--- src/design/modular_square_root_core_macros.svh ---
// Assertion macros for the modular square root core.
// Uses the enclosing module's clk and arst_n; no other dependencies.
`ifndef MODULAR_SQUARE_ROOT_CORE_MACROS_SVH
`define MODULAR_SQUARE_ROOT_CORE_MACROS_SVH
`ifndef SYNTH
// Plain property checked at every clock outside reset.
`define MSR_ASSERT(lbl, prop, msg) \
	lbl: assert property (@(posedge clk) disable iff (!arst_n) (prop)) else $error(msg);
// Implication: a condition leads to a consequence in the same cycle.
`define MSR_ASSERT_IMP(lbl, cond, cons, msg) \
	lbl: assert property (@(posedge clk) disable iff (!arst_n) (cond) |-> (cons)) else $error(msg);
// Implication: a condition leads to a consequence in the next cycle.
`define MSR_ASSERT_NXT(lbl, cond, cons, msg) \
	lbl: assert property (@(posedge clk) disable iff (!arst_n) (cond) |=> (cons)) else $error(msg);
`else
`define MSR_ASSERT(lbl, prop, msg)
`define MSR_ASSERT_IMP(lbl, cond, cons, msg)
`define MSR_ASSERT_NXT(lbl, cond, cons, msg)
`endif
`endif

--- src/design/msr_pkg.sv ---
// Shared constants and types for the modular square root core.
// No dependencies.
`default_nettype none
package msr_pkg;
	localparam int VAL_W     = 63;            // operand width
	localparam int CNT_W     = 6;             // bit index / loop counter width
	localparam int CFG_IDX_W = 2;             // config register index width
	localparam logic [CNT_W-1:0] TOP_BIT = CNT_W'(VAL_W - 1);

	localparam logic [CFG_IDX_W-1:0] REG_MODULUS = 2'd0;
	localparam logic [CFG_IDX_W-1:0] REG_NONRES  = 2'd1;

	// Request into the shared modular multiplier
	typedef struct packed {
		logic             start;
		logic [VAL_W-1:0] a;
		logic [VAL_W-1:0] b;
		logic [VAL_W-1:0] m;
	} mul_req_t;

	// Status back from the shared modular multiplier
	typedef struct packed {
		logic             busy;
		logic             done;
		logic [VAL_W-1:0] res;
	} mul_rsp_t;
endpackage
`default_nettype wire

--- src/design/msr_ifs.sv ---
// Valid/ready channel interfaces: input item, result item, config write.
// Depends on msr_pkg.
`default_nettype none
interface msr_in_if import msr_pkg::*; ();
	logic             valid;
	logic             ready;
	logic [VAL_W-1:0] value;
	modport source (output valid, output value, input ready);
	modport sink   (input valid, input value, output ready);
endinterface

interface msr_out_if import msr_pkg::*; ();
	logic             valid;
	logic             ready;
	logic [VAL_W-1:0] root;
	logic             status;
	modport source (output valid, output root, output status, input ready);
	modport sink   (input valid, input root, input status, output ready);
endinterface

interface msr_cfg_if import msr_pkg::*; ();
	logic                 valid;
	logic                 ready;
	logic [CFG_IDX_W-1:0] index;
	logic [VAL_W-1:0]     data;
	modport source (output valid, output index, output data, input ready);
	modport sink   (input valid, input index, input data, output ready);
endinterface
`default_nettype wire

--- src/design/modular_square_root_core.sv ---
// Tonelli-Shanks modular square root on one shared bit-serial multiplier.
// A modular multiply is issued, runs 63 doubling steps and one add per set bit of b, then signals done.
// Work per item: a zero value takes one reduction; a non-residue one reduction plus Euler's exponentiation
// (63 squarings and a multiply per set exponent bit); a root two reductions, four exponentiations and
// m+2 multiplies per loop pass with m falling from S (at most 62). One item at a time: ready again after the result.
// Async active-low reset: modulus 3, non-residue 2, sequencer idle, no result pending.
`default_nettype none
`include "modular_square_root_core_macros.svh"
module modular_square_root_core import msr_pkg::*; (
	input  wire logic clk,
	input  wire logic arst_n,
	msr_in_if.sink    in_ch,
	msr_out_if.source out_ch,
	msr_cfg_if.sink   cfg
);
	localparam logic [3:0] ST_IDLE  = 4'd0;
	localparam logic [3:0] ST_RED_A = 4'd1;
	localparam logic [3:0] ST_EULER = 4'd2;
	localparam logic [3:0] ST_FACT  = 4'd3;
	localparam logic [3:0] ST_RED_Z = 4'd4;
	localparam logic [3:0] ST_POW_C = 4'd5;
	localparam logic [3:0] ST_POW_T = 4'd6;
	localparam logic [3:0] ST_POW_R = 4'd7;
	localparam logic [3:0] ST_CHECK = 4'd8;
	localparam logic [3:0] ST_SRCH  = 4'd9;
	localparam logic [3:0] ST_SQB   = 4'd10;
	localparam logic [3:0] ST_UPD_C = 4'd11;
	localparam logic [3:0] ST_UPD_T = 4'd12;
	localparam logic [3:0] ST_UPD_R = 4'd13;
	localparam logic [3:0] ST_DONE  = 4'd14;

	localparam logic [VAL_W-1:0] ONE = VAL_W'(1);

	logic [3:0]       state_q;
	logic             wait_q;      // multiply in flight
	logic [VAL_W-1:0] modulus_q, nonres_q;
	logic [VAL_W-1:0] p_q, val_q, a_q, z_q, q_q, c_q, t_q, r_q, tt_q, b_q;
	logic [CNT_W-1:0] s_q, m_q, k_q, i_q;
	logic             fail_q;
	logic [VAL_W-1:0] pw_r_q;
	logic [CNT_W-1:0] pw_k_q;
	logic             pw_mul_q;    // 1: multiply by base pending
	logic             ov_q, ostat_q;
	logic [VAL_W-1:0] oroot_q;

	mul_req_t         mreq;
	mul_rsp_t         mrsp;
	logic             is_pow, need_mul, k_lt_m, pw_last, out_free;
	logic [VAL_W-1:0] pw_base, pw_exp, p_min1, q_plus1;

	// Configuration registers, always writable
	assign cfg.ready = 1'b1;
	always_ff @(posedge clk or negedge arst_n) begin
		if (!arst_n) begin
			modulus_q <= VAL_W'(3);
			nonres_q  <= VAL_W'(2);
		end else if (cfg.valid) begin
			unique case (cfg.index)
				REG_MODULUS: modulus_q <= cfg.data;
				REG_NONRES:  nonres_q  <= cfg.data;
				default:     ;
			endcase
		end
	end

	// Exponentiation operands and multiplier request
	always_comb begin
		p_min1  = p_q - ONE;
		q_plus1 = q_q + ONE;
		is_pow  = (state_q == ST_EULER) || (state_q == ST_POW_C) ||
			(state_q == ST_POW_T) || (state_q == ST_POW_R);
		pw_base = a_q;
		pw_exp  = q_q;
		unique case (state_q)
			ST_EULER: pw_exp = {1'b0, p_min1[VAL_W-1:1]};
			ST_POW_C: pw_base = z_q;
			ST_POW_R: pw_exp = {1'b0, q_plus1[VAL_W-1:1]};
			default:  ;
		endcase
		k_lt_m  = (k_q < m_q);
		pw_last = (pw_k_q == '0);
		need_mul = is_pow || (state_q == ST_RED_A) || (state_q == ST_RED_Z) ||
			(state_q == ST_UPD_C) || (state_q == ST_UPD_T) || (state_q == ST_UPD_R) ||
			(((state_q == ST_SRCH) || (state_q == ST_SQB)) && k_lt_m);
		mreq.start = need_mul && !wait_q;
		mreq.m     = p_q;
		mreq.a     = '0;
		mreq.b     = '0;
		if (is_pow) begin
			mreq.a = pw_r_q;
			mreq.b = pw_mul_q ? pw_base : pw_r_q;
		end else begin
			unique case (state_q)
				ST_RED_A: begin mreq.a = ONE;  mreq.b = val_q;    end
				ST_RED_Z: begin mreq.a = ONE;  mreq.b = nonres_q; end
				ST_SRCH:  begin mreq.a = tt_q; mreq.b = tt_q;     end
				ST_SQB:   begin mreq.a = b_q;  mreq.b = b_q;      end
				ST_UPD_C: begin mreq.a = b_q;  mreq.b = b_q;      end
				ST_UPD_T: begin mreq.a = t_q;  mreq.b = c_q;      end
				ST_UPD_R: begin mreq.a = r_q;  mreq.b = b_q;      end
				default:  ;
			endcase
		end
		out_free = !ov_q || out_ch.ready;
	end

	msr_mulmod u_mul (
		.clk    (clk),
		.arst_n (arst_n),
		.req    (mreq),
		.rsp    (mrsp)
	);

	assign in_ch.ready   = (state_q == ST_IDLE);
	assign out_ch.valid  = ov_q;
	assign out_ch.root   = oroot_q;
	assign out_ch.status = ostat_q;

	// Current exponent bit of the running exponentiation
	function automatic logic pw_base_bit();
		return pw_exp[pw_k_q];
	endfunction

	// Control: sequencer, handshake flag, result valid
	always_ff @(posedge clk or negedge arst_n) begin
		if (!arst_n) begin
			state_q <= ST_IDLE;
			wait_q  <= 1'b0;
			ov_q    <= 1'b0;
		end else begin
			if ((state_q == ST_DONE) && out_free) ov_q <= 1'b1;
			else if (ov_q && out_ch.ready) ov_q <= 1'b0;
			if (mreq.start) wait_q <= 1'b1;
			else if (mrsp.done) wait_q <= 1'b0;
			unique case (state_q)
				ST_IDLE:  if (in_ch.valid) state_q <= ST_RED_A;
				ST_RED_A: if (wait_q && mrsp.done)
					state_q <= (mrsp.res == '0) ? ST_DONE : ST_EULER;
				ST_EULER: if (wait_q && mrsp.done && !(!pw_mul_q && pw_base_bit()) && pw_last)
					state_q <= (mrsp.res == ONE) ? ST_FACT : ST_DONE;
				ST_FACT:  if (q_q[0]) state_q <= ST_RED_Z;
				ST_RED_Z: if (wait_q && mrsp.done) state_q <= ST_POW_C;
				ST_POW_C, ST_POW_T, ST_POW_R:
					if (wait_q && mrsp.done && !(!pw_mul_q && pw_base_bit()) && pw_last)
						state_q <= state_q + 4'd1;
				ST_CHECK: state_q <= (t_q == ONE) ? ST_DONE : ST_SRCH;
				ST_SRCH: begin
					if (!k_lt_m) state_q <= ST_DONE;
					else if (wait_q && mrsp.done && (mrsp.res == ONE)) state_q <= ST_SQB;
				end
				ST_SQB:   if (!k_lt_m) state_q <= ST_UPD_C;
				ST_UPD_C: if (wait_q && mrsp.done) state_q <= ST_UPD_T;
				ST_UPD_T: if (wait_q && mrsp.done) state_q <= ST_UPD_R;
				ST_UPD_R: if (wait_q && mrsp.done) state_q <= ST_CHECK;
				ST_DONE: begin
					if (out_free) state_q <= ST_IDLE;
				end
				default:  state_q <= ST_IDLE;
			endcase
		end
	end

	// Datapath registers
	always_ff @(posedge clk) begin
		unique case (state_q)
			ST_IDLE: begin
				p_q      <= (modulus_q < VAL_W'(3)) ? VAL_W'(3) : modulus_q;
				val_q    <= in_ch.value;
				fail_q   <= 1'b0;
				r_q      <= '0;
				pw_r_q   <= ONE;
				pw_k_q   <= TOP_BIT;
				pw_mul_q <= 1'b0;
			end
			ST_RED_A: if (wait_q && mrsp.done) a_q <= mrsp.res;
			ST_EULER, ST_POW_C, ST_POW_T, ST_POW_R: begin
				if (wait_q && mrsp.done) begin
					if (!pw_mul_q && pw_base_bit()) begin
						pw_r_q   <= mrsp.res;
						pw_mul_q <= 1'b1;
					end else begin
						pw_mul_q <= 1'b0;
						if (!pw_last) begin
							pw_r_q <= mrsp.res;
							pw_k_q <= pw_k_q - 1'b1;
						end else begin
							pw_r_q <= ONE;
							pw_k_q <= TOP_BIT;
							unique case (state_q)
								ST_EULER: begin
									fail_q <= (mrsp.res != ONE);
									q_q    <= p_min1;
									s_q    <= '0;
								end
								ST_POW_C: c_q <= mrsp.res;
								ST_POW_T: t_q <= mrsp.res;
								default: begin
									r_q <= mrsp.res;
									m_q <= s_q;
								end
							endcase
						end
					end
				end
			end
			ST_FACT: begin
				if (!q_q[0]) begin
					q_q <= {1'b0, q_q[VAL_W-1:1]};
					s_q <= s_q + 1'b1;
				end
			end
			ST_RED_Z: if (wait_q && mrsp.done) z_q <= mrsp.res;
			ST_CHECK: begin
				tt_q <= t_q;
				k_q  <= CNT_W'(1);
			end
			ST_SRCH: begin
				if (!k_lt_m) begin
					fail_q <= 1'b1;
					r_q    <= '0;
				end else if (wait_q && mrsp.done) begin
					tt_q <= mrsp.res;
					if (mrsp.res == ONE) begin
						i_q <= k_q;
						b_q <= c_q;
						k_q <= k_q + 1'b1;
					end else begin
						k_q <= k_q + 1'b1;
					end
				end
			end
			ST_SQB: begin
				if (!k_lt_m) begin
					m_q <= i_q;
				end else if (wait_q && mrsp.done) begin
					b_q <= mrsp.res;
					k_q <= k_q + 1'b1;
				end
			end
			ST_UPD_C: if (wait_q && mrsp.done) c_q <= mrsp.res;
			ST_UPD_T: if (wait_q && mrsp.done) t_q <= mrsp.res;
			ST_UPD_R: if (wait_q && mrsp.done) r_q <= mrsp.res;
			ST_DONE: begin
				if (out_free) begin
					oroot_q <= fail_q ? '0 : r_q;
					ostat_q <= fail_q;
				end
			end
			default: ;
		endcase
	end

	`MSR_ASSERT_IMP(a_no_root_zero, out_ch.valid && out_ch.status, out_ch.root == '0, "non-residue result carries a root")
	`MSR_ASSERT_IMP(a_mul_free, mreq.start, !mrsp.busy && !mrsp.done, "multiply issued while unit busy")
	`MSR_ASSERT_NXT(a_accept_seq, in_ch.valid && in_ch.ready, state_q == ST_RED_A && !wait_q, "accepted item did not start reduction")
	`MSR_ASSERT_IMP(a_reduced, state_q == ST_EULER, a_q < p_q, "residue not reduced below modulus")
	`MSR_ASSERT(a_m_range, state_q < ST_CHECK || state_q == ST_DONE || m_q <= TOP_BIT, "loop bound exceeds exponent width")
endmodule
`default_nettype wire

--- src/design/msr_mulmod.sv ---
// Bit-serial modular multiplier: one modular add per cycle, MSB first.
// Depends on msr_pkg.
`default_nettype none
module msr_mulmod import msr_pkg::*; (
	input  wire logic     clk,
	input  wire logic     arst_n,
	input  wire mul_req_t req,
	output mul_rsp_t      rsp
);
	logic [VAL_W-1:0] acc_q, a_q, b_q, m_q;
	logic [CNT_W-1:0] bit_q;
	logic             add_ph_q;  // 1: adding the multiplicand
	logic             busy_q, done_q;

	logic [VAL_W-1:0] add_y;
	logic [VAL_W:0]   sum, diff;
	logic [VAL_W-1:0] add_res;
	logic             last_bit;

	// One modular add: acc + acc or acc + a
	always_comb begin
		add_y   = add_ph_q ? a_q : acc_q;
		sum     = {1'b0, acc_q} + {1'b0, add_y};
		diff    = sum - {1'b0, m_q};
		add_res = (sum >= {1'b0, m_q}) ? diff[VAL_W-1:0] : sum[VAL_W-1:0];
		last_bit = (bit_q == '0);
	end

	always_ff @(posedge clk or negedge arst_n) begin
		if (!arst_n) begin
			busy_q   <= 1'b0;
			done_q   <= 1'b0;
			add_ph_q <= 1'b0;
			bit_q    <= '0;
		end else begin
			done_q <= 1'b0;
			if (req.start && !busy_q) begin
				busy_q   <= 1'b1;
				add_ph_q <= 1'b0;
				bit_q    <= TOP_BIT;
			end else if (busy_q) begin
				if (!add_ph_q && b_q[bit_q]) begin
					add_ph_q <= 1'b1;
				end else begin
					add_ph_q <= 1'b0;
					if (last_bit) begin
						busy_q <= 1'b0;
						done_q <= 1'b1;
					end else begin
						bit_q <= bit_q - 1'b1;
					end
				end
			end
		end
	end

	// Operand and accumulator registers
	always_ff @(posedge clk) begin
		if (req.start && !busy_q) begin
			a_q   <= req.a;
			b_q   <= req.b;
			m_q   <= req.m;
			acc_q <= '0;
		end else if (busy_q) begin
			acc_q <= add_res;
		end
	end

	assign rsp.busy = busy_q;
	assign rsp.done = done_q;
	assign rsp.res  = acc_q;
endmodule
`default_nettype wire

--- src/flat_wrapper.sv ---
// flat-port wrapper written by rule: the top's interface ports become plain ports
module modular_square_root_core_flat import msr_pkg::*;
  (clk, arst_n, in_ch_valid, in_ch_value, in_ch_ready, out_ch_valid, out_ch_root, out_ch_status, out_ch_ready, cfg_valid, cfg_index, cfg_data, cfg_ready);
  msr_in_if in_ch_i ();
  msr_out_if out_ch_i ();
  msr_cfg_if cfg_i ();
  input  wire logic clk;
  input  wire logic arst_n;
  input wire logic [$bits(in_ch_i.valid)-1:0] in_ch_valid;
  input wire logic [$bits(in_ch_i.value)-1:0] in_ch_value;
  output wire logic [$bits(in_ch_i.ready)-1:0] in_ch_ready;
  output wire logic [$bits(out_ch_i.valid)-1:0] out_ch_valid;
  output wire logic [$bits(out_ch_i.root)-1:0] out_ch_root;
  output wire logic [$bits(out_ch_i.status)-1:0] out_ch_status;
  input wire logic [$bits(out_ch_i.ready)-1:0] out_ch_ready;
  input wire logic [$bits(cfg_i.valid)-1:0] cfg_valid;
  input wire logic [$bits(cfg_i.index)-1:0] cfg_index;
  input wire logic [$bits(cfg_i.data)-1:0] cfg_data;
  output wire logic [$bits(cfg_i.ready)-1:0] cfg_ready;
  assign in_ch_i.valid = in_ch_valid;
  assign in_ch_i.value = in_ch_value;
  assign in_ch_ready = in_ch_i.ready;
  assign out_ch_valid = out_ch_i.valid;
  assign out_ch_root = out_ch_i.root;
  assign out_ch_status = out_ch_i.status;
  assign out_ch_i.ready = out_ch_ready;
  assign cfg_i.valid = cfg_valid;
  assign cfg_i.index = cfg_index;
  assign cfg_i.data = cfg_data;
  assign cfg_ready = cfg_i.ready;
  modular_square_root_core u_core (.clk(clk), .arst_n(arst_n), .in_ch(in_ch_i), .out_ch(out_ch_i), .cfg(cfg_i));
endmodule
--- config.mk ---
export PLATFORM = sky130hd
export DESIGN_NAME = modular_square_root_core_flat
export DESIGN_NICKNAME = d
export VERILOG_FILES = /design/src/design/msr_pkg.sv /design/src/design/msr_ifs.sv /design/src/design/modular_square_root_core.sv /design/src/design/msr_mulmod.sv /design/src/flat_wrapper.sv
export VERILOG_INCLUDE_DIRS = /design/src /design/src/design
export SDC_FILE = /design/constraint.sdc
export NUM_CORES = 2
export LEC_CHECK = 0
export BUFFER_PORTS_ARGS = -buffer_cell sky130_fd_sc_hd__buf_2
export CAP_MARGIN = 10
export CORE_ASPECT_RATIO = 1.75
export CORE_MARGIN = 8
export CORE_UTILIZATION = 45
export DETAILED_ROUTE_END_ITERATION = 12
export GPL_TIMING_DRIVEN = 0
export PLACE_DENSITY = 0.72
export SLEW_MARGIN = 15
export SYNTH_ARGS = -nofsm -noshare
export SYNTH_HDL_FRONTEND = slang
export SYNTH_SLANG_ARGS = --single-unit
--- constraint.sdc ---
create_clock -name clk -period 28.8 [get_ports clk]
set_input_delay 2.88 -clock clk [delete_from_list [all_inputs] [get_ports clk]]
set_output_delay 2.88 -clock clk [all_outputs]
set_load 0.02 [all_outputs]
# After elaboration in Yosys (flattened, before gate mapping)
# Cells that the tools add are included.
# op_classes
magnitude_cmp	5
add_sub_neg	9
eq_ne	48
mux	108
reduce_logical	71
# op_table
operator	count
two-way mux 63 bit	30
case mux 63 bit (2 select lines)	7
case mux 126 bit (6 select lines)	1
case mux 63 bit (4 select lines)	1
== test 63 x 1 -> 1 bit, second input constant	2
two-way mux 126 bit	1
two-way mux 6 bit	19
adder 63 x 63 -> 64 bit	1
>= comparator 64 x 63 -> 1 bit	1
adder 63 x 1 -> 63 bit, second input constant	1
logical NOT 63 bit	1
< comparator 63 x 2 -> 1 bit, second input constant	1
!= test 63 x 1 -> 1 bit, second input constant	1
subtractor 63 x 1 -> 63 bit, second input constant	1
subtractor 63 bit	1
two-way mux 4 bit	15
case mux 4 bit (13 select lines)	1
case mux 6 bit (2 select lines)	4
AND reduction 6 bit	6
!= test 2 bit, second input constant	16
== test 4 bit, second input constant	7
!= test 2 x 1 -> 1 bit, second input constant	13
two-way mux 1 bit	24
nonzero test 2 bit	11
other kinds (31)	75
# word_totals
input_bits	133
ff_bits	1182
out_inout_bits	67
word_cells	275

# Longest topological paths before layout
# logic_depth
depth_word	14
mapped_depth	33
ltp_nobuf	27

# Cells and area by module
# From an unflattened synthesis, not the netlist that was laid out.
# unflattened
cells_unflattened	5460
hier_area_um2	60875.9
# by_module_without_submodules
mod	n_inst	cells_each	seq_area_each_um2	area_each_um2
modular_square_root_core	1	3633	26999.6	43196.4
msr_mulmod	1	1827	7161.9	17679.5

# Worst setup path after synthesis
# Ideal clock, no wire load.
# synth_timing
kind	flip-flop to flip-flop
startpoint	reg u_core.state_q[0]
endpoint	reg u_core.u_mul.a_q[0] (enable)
path_buffers	3
period_less_slack_ps	11110
t_arrival_ps	10366
t_required_ps	28057
setup_ps	743
path_stages_with_launch	13
setup_slack_ps	17690
cell_sequence	dfrtp_1 -> inv_1 -> ha_1 -> or3b_2 -> clkbuf_1 -> nand2_1 -> nor2_1 -> nand2_1 -> a211oi_1 -> or2_2 -> clkbuf_1 -> clkbuf_1 -> nor2_1
# synth_via
elab_chain_len	12
word_cells_on_any_way	24
cone_classes	eq/ne: 11; reduce/logical: 13
# synth_lines
element	line	text
from (decl)	modular_square_root_core.sv:34	logic [3:0] state_q;
from (signal assigned)	modular_square_root_core.sv:138	state_q <= (mrsp.res == '0) ? ST_DONE : ST_EULER;
from (signal assigned)	modular_square_root_core.sv:140	state_q <= (mrsp.res == ONE) ? ST_FACT : ST_DONE;
from (signal assigned)	modular_square_root_core.sv:145	state_q <= state_q + 4'd1;
== test 4 x 2 -> 1 bit / == test 4 x 3 -> 1 bit (equally long branches)	modular_square_root_core.sv:70	is_pow = (state_q == ST_EULER) || (state_q == ST_POW_C) ||
logical OR 1 bit (2 in series)	modular_square_root_core.sv:70	
logical OR 1 bit	modular_square_root_core.sv:71	(state_q == ST_POW_T) || (state_q == ST_POW_R);
logical OR 1 bit (3 in series)	modular_square_root_core.sv:82	need_mul = is_pow || (state_q == ST_RED_A) || (state_q == ST_RED_Z) ||
logical OR 1 bit (2 in series)	modular_square_root_core.sv:83	(state_q == ST_UPD_C) || (state_q == ST_UPD_T) || (state_q == ST_UPD_R) ||
logical OR 1 bit *	modular_square_root_core.sv:83	
logical AND 1 bit *	modular_square_root_core.sv:85	mreq.start = need_mul && !wait_q;
logical AND 1 bit *	msr_mulmod.sv:59	if (req.start && !busy_q) begin
to (signal assigned)	msr_mulmod.sv:60	a_q <= req.a;
to (decl)	msr_mulmod.sv:10	logic [VAL_W-1:0] acc_q, a_q, b_q, m_q;
# Mark *: on every way between the ends. The rest lies on a longest branch, timed or not.
# A chain may end at the register's enable or synchronous reset.

# Final worst setup path
# layout_timing
startpoint	reg u_core.u_mul.add_ph_q
endpoint	reg u_core.u_mul.acc_q[42]
# layout_via
elab_chain_len	4
word_cells_on_any_way	5
cone_classes	add/sub: 2; order compare: 1; mux: 2
# layout_lines
element	line	text
from (decl)	msr_mulmod.sv:12	logic add_ph_q;
from (signal assigned)	msr_mulmod.sv:33	add_ph_q <= 1'b0;
from (signal assigned)	msr_mulmod.sv:39	add_ph_q <= 1'b0;
from (signal assigned)	msr_mulmod.sv:43	add_ph_q <= 1'b1;
two-way mux 63 bit *	msr_mulmod.sv:22	add_y = add_ph_q ? a_q : acc_q;
adder 63 x 63 -> 64 bit *	msr_mulmod.sv:23	sum = {1'b0, acc_q} + {1'b0, add_y};
subtractor 63 bit / >= comparator 64 x 63 -> 1 bit (equally long branches)	msr_mulmod.sv:24, msr_mulmod.sv:25	
two-way mux 63 bit *	msr_mulmod.sv:25	add_res = (sum >= {1'b0, m_q}) ? diff[VAL_W-1:0] : sum[VAL_W-1:0];
to (signal assigned)	msr_mulmod.sv:65	acc_q <= add_res;
to (decl)	msr_mulmod.sv:10	
# Marked as above.

==> out/results.txt <==
# DRC - 0
Initial drt markers - 5642
CP top delay family - compound AO/OA/AOI/OAI gates
Crit path max-delay cell type - buf_1
Fin Setup TNS - 0 ns
Area leader, netlist - edfxtp_1
CTS tree - built
Max frequency - 100 MHz
Hold_sp - u_core.nonres_q[2]
Peak supply drop - 0.0536 mV
#FFs+latches synth - 1182
Routed len/inst - 31.5 um
Post-CTS sizing - 0
Syn_area_per_cell - 11.4 sq um
FF-to-FF End - u_core.u_mul.acc_q[42]
Critical path peak fanout - 10
Post-layout min period - 9.96 ns
RSZ-0062 raised after global routing - no
Post-Synthesis Cells - 5232
Final Util - 51.1%
WP data required - 29.41 ns
Buf/Inv on CP - 5
Setup Buffers After CTS - 0
Syn-to-layout area delta - 13.3%
Initial antenna violation count - 31
Final hold vios - 0
Synth top area cells - edfxtp_1 49%, dfrtp_1 5.8%, mux2_2 4.9%
Io pins - 200
First-pass DRT Iterations - 8
Clock Latency Late Sink - 0.77 ns
# port buffers - 198
Crit Path Category - flip-flop to flip-flop
Reg2reg start - u_core.u_mul.add_ph_q
Fin. max-slew vios - 0
Vias in the first global route - 47200
Max-Cap Viols - 0
Post-CTS Hold Buffers - 0
Crit start category - flip-flop
WL met2 - 112000 um
WL met3 - 20400 um
Net count, final - 5868
Least-Margin Pin Slew - 1.36 ns
CTS root buffer - clkbuf_16
Setup-failing EPs final - 0
Post-DRT Antenna Nets - 0
Clock Skew - 0.0285 ns
Rel. slew slack - 9.01%
Most frequent cell on the critical path - o21ai_0
Number of core rows - 177
Die Span X - 291 um
CP endpoint kind - flip-flop
Post-synth ARST share - 11.9%
First-pass GRT wire length - 328000 um
Critical path depth - 31
Top Metal Used - met5
GPL Wtd Cong - 1.02
DIE AREA - 0.145 sq mm
Mapped Area - 0.0598 sq mm
Detailed-placement wirelength estimate - 179000 um
Synth top area share - 49.1%
Clock Tree Buf Depth - 3
Leading cell type in the layout, fill and taps excluded - edfxtp_1
WHS Endpoint - u_core.nonres_q[2]
TritonCTS Sinks - 1182
Chip height - 498 um
Final wirelength - 233000 um
H-tree depth - 3
Clk slew on worst S/H paths - 0.08 ns
Status - finished clean
Worst hold path depth - 1
YS warnings - 0
Commonest non-fill, non-tap cells in the layout - 978 x edfxtp_1, 586 x nand2_1, 440 x a21oi_1
Starting Density - 45.1%
R2r setup slk - 18.84 ns
Syn_nets - 5510
Vias - 47800
Layout cells sized above 1 - 14.2%
Total grt overflow - 0
Most used DFF post-synth - edfxtp_1
Worst min path class - flip-flop to flip-flop
Critical Path AT - 10.57 ns
Num CTS Buffers - 111
CP max stage delay - 0.70 ns
Core box area - 0.132 sq mm
Largest net degree at the start of global routing - 83
Fill cells - 11700
Worst Reg-to-Reg Cells - 31
Count of cell types in the netlist - 93
EDFF count, synth - 978
Met1 wire length - 76800 um
Global Route Usage Sum - 30.9%
Pleak - 25.3 nW
Seq/Total Area, Yosys - 57.2%
Vias/cell - 6.46
Power density cells - 52.1 mW/mm^2
Tcrit/Tclk final - 34.6%
==> synth_stat cells (70+ instances only) <==
master    number
and2_1       142
inv_1        123
nor2_1       192
a221oi_1      79
xor2_1       103
mux2_2       259
nand2_1      588
o22ai_1       70
a21oi_1      440
nor4_1        72
clkbuf_1     335
o21ai_0      174
nor2b_1       79
dfrtp_1      138
ha_1         143
a21o_1        82
xnor2_1      134
edfxtp_1     978
a22oi_1      196
nand3_1      219
==> power breakdown <==
part	leakage [nW]	total, W	switching, W	internal, W
sequential	11.9	0.00192	0.0000561	0.00187
clock	1.78	0.00153	0.000706	0.000824
combinational	11.6	0.0000732	0.0000322	0.0000410
==> final cells by class <==
class / count / area, sq um / area share [%]
Buffer: 376 / 1490 / 2.20
Tap cell: 1700 / 2130 / 3.14
Timing Repair Buffer: 245 / 1920 / 2.84
Clock inverter: 75 / 766 / 1.13
Clock buffer: 137 / 2930 / 4.32
Sequential cell: 1182 / 34200 / 50.5
Inverter: 126 / 480 / 0.710
Antenna cell: 15 / 37.5 / 0.0554
Multi-Input combinational cell: 3548 / 23800 / 35.1
==> cells by family (layout without fill, tap and decap cells) <==
group / Yosys count / count (layout) / synth area share (%)
simple gates: 1557 / 1557 / 12.8
compound gates: 1301 / 1301 / 14.1
flops: 1182 / 1182 / 57.2
buf+inv: 502 / 959 / 3.25
mux: 307 / 307 / 6.11
xor+xnor: 237 / 237 / 3.47
fa+ha+maj: 145 / 145 / 3.06
other cells: 1 / 16 / 0.00627
==> routing by layer <==
layer / up-vias / global-route usage, %
met5: - / 0
met4: 26 / 25.0
met3: 941 / 6.63
met1: 23600 / 33.0
li1: 20500 / -
met2: 2841 / 52.6
==> metrics by stage <==
stage                     hold WS (ns)  power [W]  cell area, sq um  worst slack (ns)  std cells
final                            0.516    0.00353             67700             18.84       7404
after global routing             0.528    0.00360             67700             18.39       7390
after CTS                        0.510    0.00353             67700             19.10       7389
after detailed placement         0.495    0.00203             64000             19.18       7177
after global placement           0.490    0.00202             62900             10.60       7130
after floorplan                  0.443    0.00196             59800             17.69       5232
==> worst max path at each step <==
stage,start,end
global route,u_core.u_mul.add_ph_q,u_core.u_mul.acc_q[42]
CTS,u_core.u_mul.add_ph_q,u_core.u_mul.acc_q[42]
floorplan,u_core.state_q[0],u_core.u_mul.a_q[0]
finish,u_core.u_mul.add_ph_q,u_core.u_mul.acc_q[42]
global placement,u_core.state_q[0],u_core.u_mul.b_q[50]
detailed placement,u_core.u_mul.add_ph_q,u_core.u_mul.acc_q[42]
Power figures use the tool's default switching activity.
